===== src/design/min_priority_queue_defines.svh =====
// ----------------------------------------------------------------------------
// Minimum priority queue assertion macros
// Shared check macros for the queue; they reduce to nothing in synthesis.
// ----------------------------------------------------------------------------
`ifndef MIN_PRIORITY_QUEUE_DEFINES_SVH
`define MIN_PRIORITY_QUEUE_DEFINES_SVH

`ifndef SYNTHESIS
// Checks that a condition holds at every clock edge outside reset.
`define MPQ_CHECK(label, cond, msg) \
  label: assert property (@(posedge clk) disable iff (rst) (cond)) else $error(msg);
// Checks that a consequence holds in the cycle after its cause.
`define MPQ_CHECK_NEXT(label, ante, cons, msg) \
  label: assert property (@(posedge clk) disable iff (rst) (ante) |=> (cons)) \
    else $error(msg);
`else
`define MPQ_CHECK(label, cond, msg)
`define MPQ_CHECK_NEXT(label, ante, cons, msg)
`endif

`endif


===== src/design/mpq_pkg.sv =====
// ----------------------------------------------------------------------------
// Minimum priority queue package
// Command and result types, status codes and cell control shared by the queue.
// ----------------------------------------------------------------------------
package mpq_pkg;

  localparam int unsigned PORT_KEY_W = 32;
  localparam int unsigned OCC_W      = 7;

  localparam logic MODE_INSERT  = 1'b0;
  localparam logic MODE_EXTRACT = 1'b1;

  typedef enum logic [1:0] {
    STATUS_OK    = 2'd0,
    STATUS_EMPTY = 2'd1,
    STATUS_FULL  = 2'd2
  } mpq_status_t;

  typedef struct packed {
    logic                          mode;
    logic signed [PORT_KEY_W-1:0] key_in;
  } mpq_cmd_t;

  typedef struct packed {
    logic signed [PORT_KEY_W-1:0] removed_key;
    logic signed [PORT_KEY_W-1:0] current_min;
    logic [OCC_W-1:0]             occupancy;
    logic                         queue_empty;
    mpq_status_t                  status;
  } mpq_result_t;

  // Operation broadcast to every cell of the row.
  typedef struct packed {
    logic ins;
    logic ext;
  } mpq_op_t;

endpackage


===== src/design/mpq_cell.sv =====
// ----------------------------------------------------------------------------
// Minimum priority queue cell
// One slot of the sorted row; takes the new key, keeps its own or shifts.
// ----------------------------------------------------------------------------
module mpq_cell #(
  parameter int unsigned KEY_WIDTH = 32
) (
  input  logic                        clk,
  input  logic                        rst,
  input  mpq_pkg::mpq_op_t            op,
  input  logic signed [KEY_WIDTH-1:0] new_key,
  input  logic                        left_valid,
  input  logic signed [KEY_WIDTH-1:0] left_key,
  input  logic                        left_keep,
  input  logic                        right_valid,
  input  logic signed [KEY_WIDTH-1:0] right_key,
  output logic                        valid,
  output logic signed [KEY_WIDTH-1:0] key,
  output logic                        keep
);
  import mpq_pkg::*;

  logic                        valid_next;
  logic signed [KEY_WIDTH-1:0] key_next;

  // A cell keeps its key on insert when it holds one no larger than the new key.
  assign keep = valid && (key <= new_key);

  always_comb begin
    valid_next = valid;
    key_next   = key;
    if (op.ins) begin
      if (!keep) begin
        if (left_keep) begin
          valid_next = 1'b1;
          key_next   = new_key;
        end else begin
          valid_next = left_valid;
          key_next   = left_key;
        end
      end
    end else if (op.ext) begin
      valid_next = right_valid;
      key_next   = right_key;
    end
  end

  always_ff @(posedge clk) begin
    if (rst) begin
      valid <= 1'b0;
    end else begin
      valid <= valid_next;
    end
  end

  always_ff @(posedge clk) begin
    key <= key_next;
  end

endmodule


===== config.mk =====
export PLATFORM = sky130hd
export DESIGN_NAME = mpq_cell
export DESIGN_NICKNAME = d
export VERILOG_FILES = /design/src/design/min_priority_queue_defines.svh /design/src/design/mpq_pkg.sv /design/src/design/mpq_cell.sv
export SDC_FILE = /design/constraint.sdc
export NUM_CORES = 1
export LEC_CHECK = 0
export ABC_AREA = 1
export BUFFER_PORTS_ARGS = -buffer_cell sky130_fd_sc_hd__buf_2
export CAP_MARGIN = 20
export CORE_MARGIN = 8
export CORE_UTILIZATION = 30
export CTS_CLUSTER_SIZE = 16
export DETAILED_ROUTE_END_ITERATION = 8
export GPL_TIMING_DRIVEN = 0
export SYNTH_ARGS = -nofsm -noshare
export SYNTH_HDL_FRONTEND = slang
export SYNTH_SLANG_ARGS = --single-unit

===== constraint.sdc =====
create_clock -name clk -period 4.5 [get_ports clk]
set_clock_uncertainty 0.2 [all_clocks]
set_input_delay 1.125 -clock clk [delete_from_list [all_inputs] [get_ports clk]]
set_output_delay 1.125 -clock clk [all_outputs]
set_load 0.05 [all_outputs]

==> key figures <==
Outcome
  • Outcome: finished clean

STA
  • Max-Slew Margin vs Limit: 0.469
  • Setup tns final: 0 ps
  • RSZ-0062 raised after global routing: no
  • Max-slew violation count: 0
  • Max frequency: 246 MHz
  • Minimum clock period: between 4000 and 5000 ps
  • Worst Max-Slew Pin Slew: 797 ps
  • Final Hold Fails: 0
  • # setup viols final: 0
  • Final setup margin: 434 ps
  • Final Cycle Share: 0.904
  • Final Hold Slack: slightly above 400 ps

Routing
  • Routed Antenna Nets: 0
  • Initial DRT Pass Iterations: 4
  • Vias after detailed routing: roughly 2600
  • Detailed-route wire length per cell: approximately 14 um
  • DRT iter0 DRCs: between 100 and 150
  • Vias per Instance: about 4.5
  • DRC: 0
  • WL final: approximately 8.3 mm

Final layout
  • Antenna cells: 0
  • Fraction of layout cells with a size suffix above 1: 0.333
  • Nets: around 600
  • Post-layout instance area: 3480 um2
  • Commonest non-fill, non-tap cell in the layout: buf_2
  • Final core utilization: 0.422
  • Most frequent cells in the layout: buf_2 (135), nand2_1 (72), inv_1 (41), nor2_1 (41), o21ai_0 (34)
  • Area delta synth->final: 35.4%

Worst setup path
  • Critical Path AT: ~2700 ps
  • WP data required: between 3000 and 4000 ps
  • CP Cell Sequence: buf_2, inv_1, ha_1, nand2_2, nor2_2, nand2_2, nor3b_2, nand2_1, nand2_1, nand2_1, nand3_2, nand2_1, inv_1, buf_2
  • Critical Path Fanout Max: 4
  • CP startpoint: new_key[31]
  • Cell mode on critical path: nand2_1
  • Slowest cell delay on critical path: 340 ps
  • Reg2Reg Launch Point: key[31]
  • CP Launch Type: input port
  • Crit Path Class: in -> out
  • Critical Path Slowest Stage Cell: ha_1
  • Worst Reg-to-Reg Cells: 10
  • CP Capture Type: primary output

CTS
  • Reg clk slew, reported paths: 70 ps
  • CTS Buf Count: 5
  • H-tree Lvls: 2
  • Post-CTS setup buffers: 0
  • Root Driver: clkbuf_8
  • CTS tree: yes
  • Clock tree buffer depth: 2
  • Clock Latency Late Sink: just under 300 ps
  • Sink Count: 33
  • Post-cts sizing count: 0
  • Post-CTS Hold Fix Bufs: 0

GRT
  • First-pass GRT wire length: 12.8 mm
  • GRT overflow: 0
  • Tot GR Track Use: 0.137
  • Antenna violations before repair: 0
  • Largest net degree at the start of global routing: 33
  • Vias in the first global route: roughly 2700

Synthesis
  • Post-Syn Area: 2570 um2
  • Synth top area share: 0.374
  • Mapped Nets: 470
  • Synth Instances: between 300 and 400
  • Synth async-reset ratio: 0
  • Post-synth top flop: edfxtp_1
  • Synth area leaders: edfxtp_1 (37%), ha_1 (16%), nand2_1 (11%)
  • Sequential area share after synthesis: 0.381
  • Syn avg cell area: around 7.7 um2
  • Number of enable flip-flop cells after synthesis: 32
  • Dominant cell type by area after synthesis: edfxtp_1
  • Synth Register Bits: 33
  • Post-synth cell types: 27
  • Synth warnings: 0

Floorplan
  • Core Rows: 33
  • Core footprint: between 8000 and 9000 um2
  • Starting Density: 0.312
  • Num ports: about 140
  • Die span in x: around 110 um
  • Die height: around 110 um
  • Die area: between 10000 and 15000 um2

Hold path
  • HP Start: valid
  • Worst hold-check path type: reg -> reg
  • Worst Hold Depth: 4

Flow run
  • Max Cap Violations: 0

Power
  • Lkg Pwr: about 1.8 nW
  • Largest vdd supply drop: roughly 0.00012 V
  • PwrDens: around 300 nW/um2

Placed design
  • Routability Congestion: ~0.77
  • Buffers on Ports: 135
  • DP Area: 3380 um2
  • Pre-CTS setup slack: approximately 440 ps
  • Dpl hpwl: between 6 and 7 mm
## power by group
group	internal, W	switching [W]	leakage, nW
registers	0.000384	0.0000200	0.335
clock network	0.000138	0.000117	0.0542
logic	0.000126	0.000274	1.44
## layer usage
metal | GRT usage | up-vias | wire length [um]
met3 | 0.0333 | 6 | 657
li1 | - | 1394 | -
met5 | 0 | - | 0
met4 | 0.0391 | 0 | 78
met2 | 0.241 | 95 | 4100
met1 | 0.162 | 1149 | 3480
## worst max-delay path, delay by kind of cell
family | cells | cell delay (ps)
adders and majority gates | 1 | 340
buffers and inverters | 4 | 430
and+or+nand+nor | 9 | 870
## stage by stage
stage	power, W	std cells
after floorplan	0.000685	335
after global placement	0.000808	575
after detailed placement	0.000816	575
after CTS	0.00108	583
after global routing	0.00113	583
final	0.00106	583
## cell type report
class	count	area (um2)
Buffer	13	52.6
Clock buffer	7	96.3
Clock inverter	1	5.00
Fill cell	873	4780
Inverter	46	173
Multi-Input combinational cell	243	1370
Sequential cell	33	981
Tap cell	105	131
Timing Repair Buffer	135	676
## cells by family after synthesis
logic type | share of synthesized area
compound gates | 0.168
buf+inv | 0.0875
simple gates | 0.207
fa+ha+maj | 0.156
flops | 0.381
## worst paths after layout
check                               end  slack (ps)
worst max-delay path               keep         430
worst max register to register  key[19]        1610
worst min register to register    valid         410
worst min-delay path              valid         410
## sequential cells by signal (all words and copies together), names as in the netlist
register	flops
valid	1
key	32
## cell usage after synthesis, types with 2 or more instances
| cell type | instances |
|---|---|
| nor2_1 | 41 |
| o21a_1 | 2 |
| o21ai_1 | 32 |
| nand2_2 | 2 |
| inv_1 | 41 |
| clkbuf_1 | 12 |
| edfxtp_1 | 32 |
| inv_2 | 4 |
| ha_1 | 32 |
| nand2_1 | 72 |
| nand3_2 | 3 |
| a21oi_1 | 13 |
| nand3_1 | 2 |
| o21ai_0 | 34 |
(Power assumes the default switching activity.)
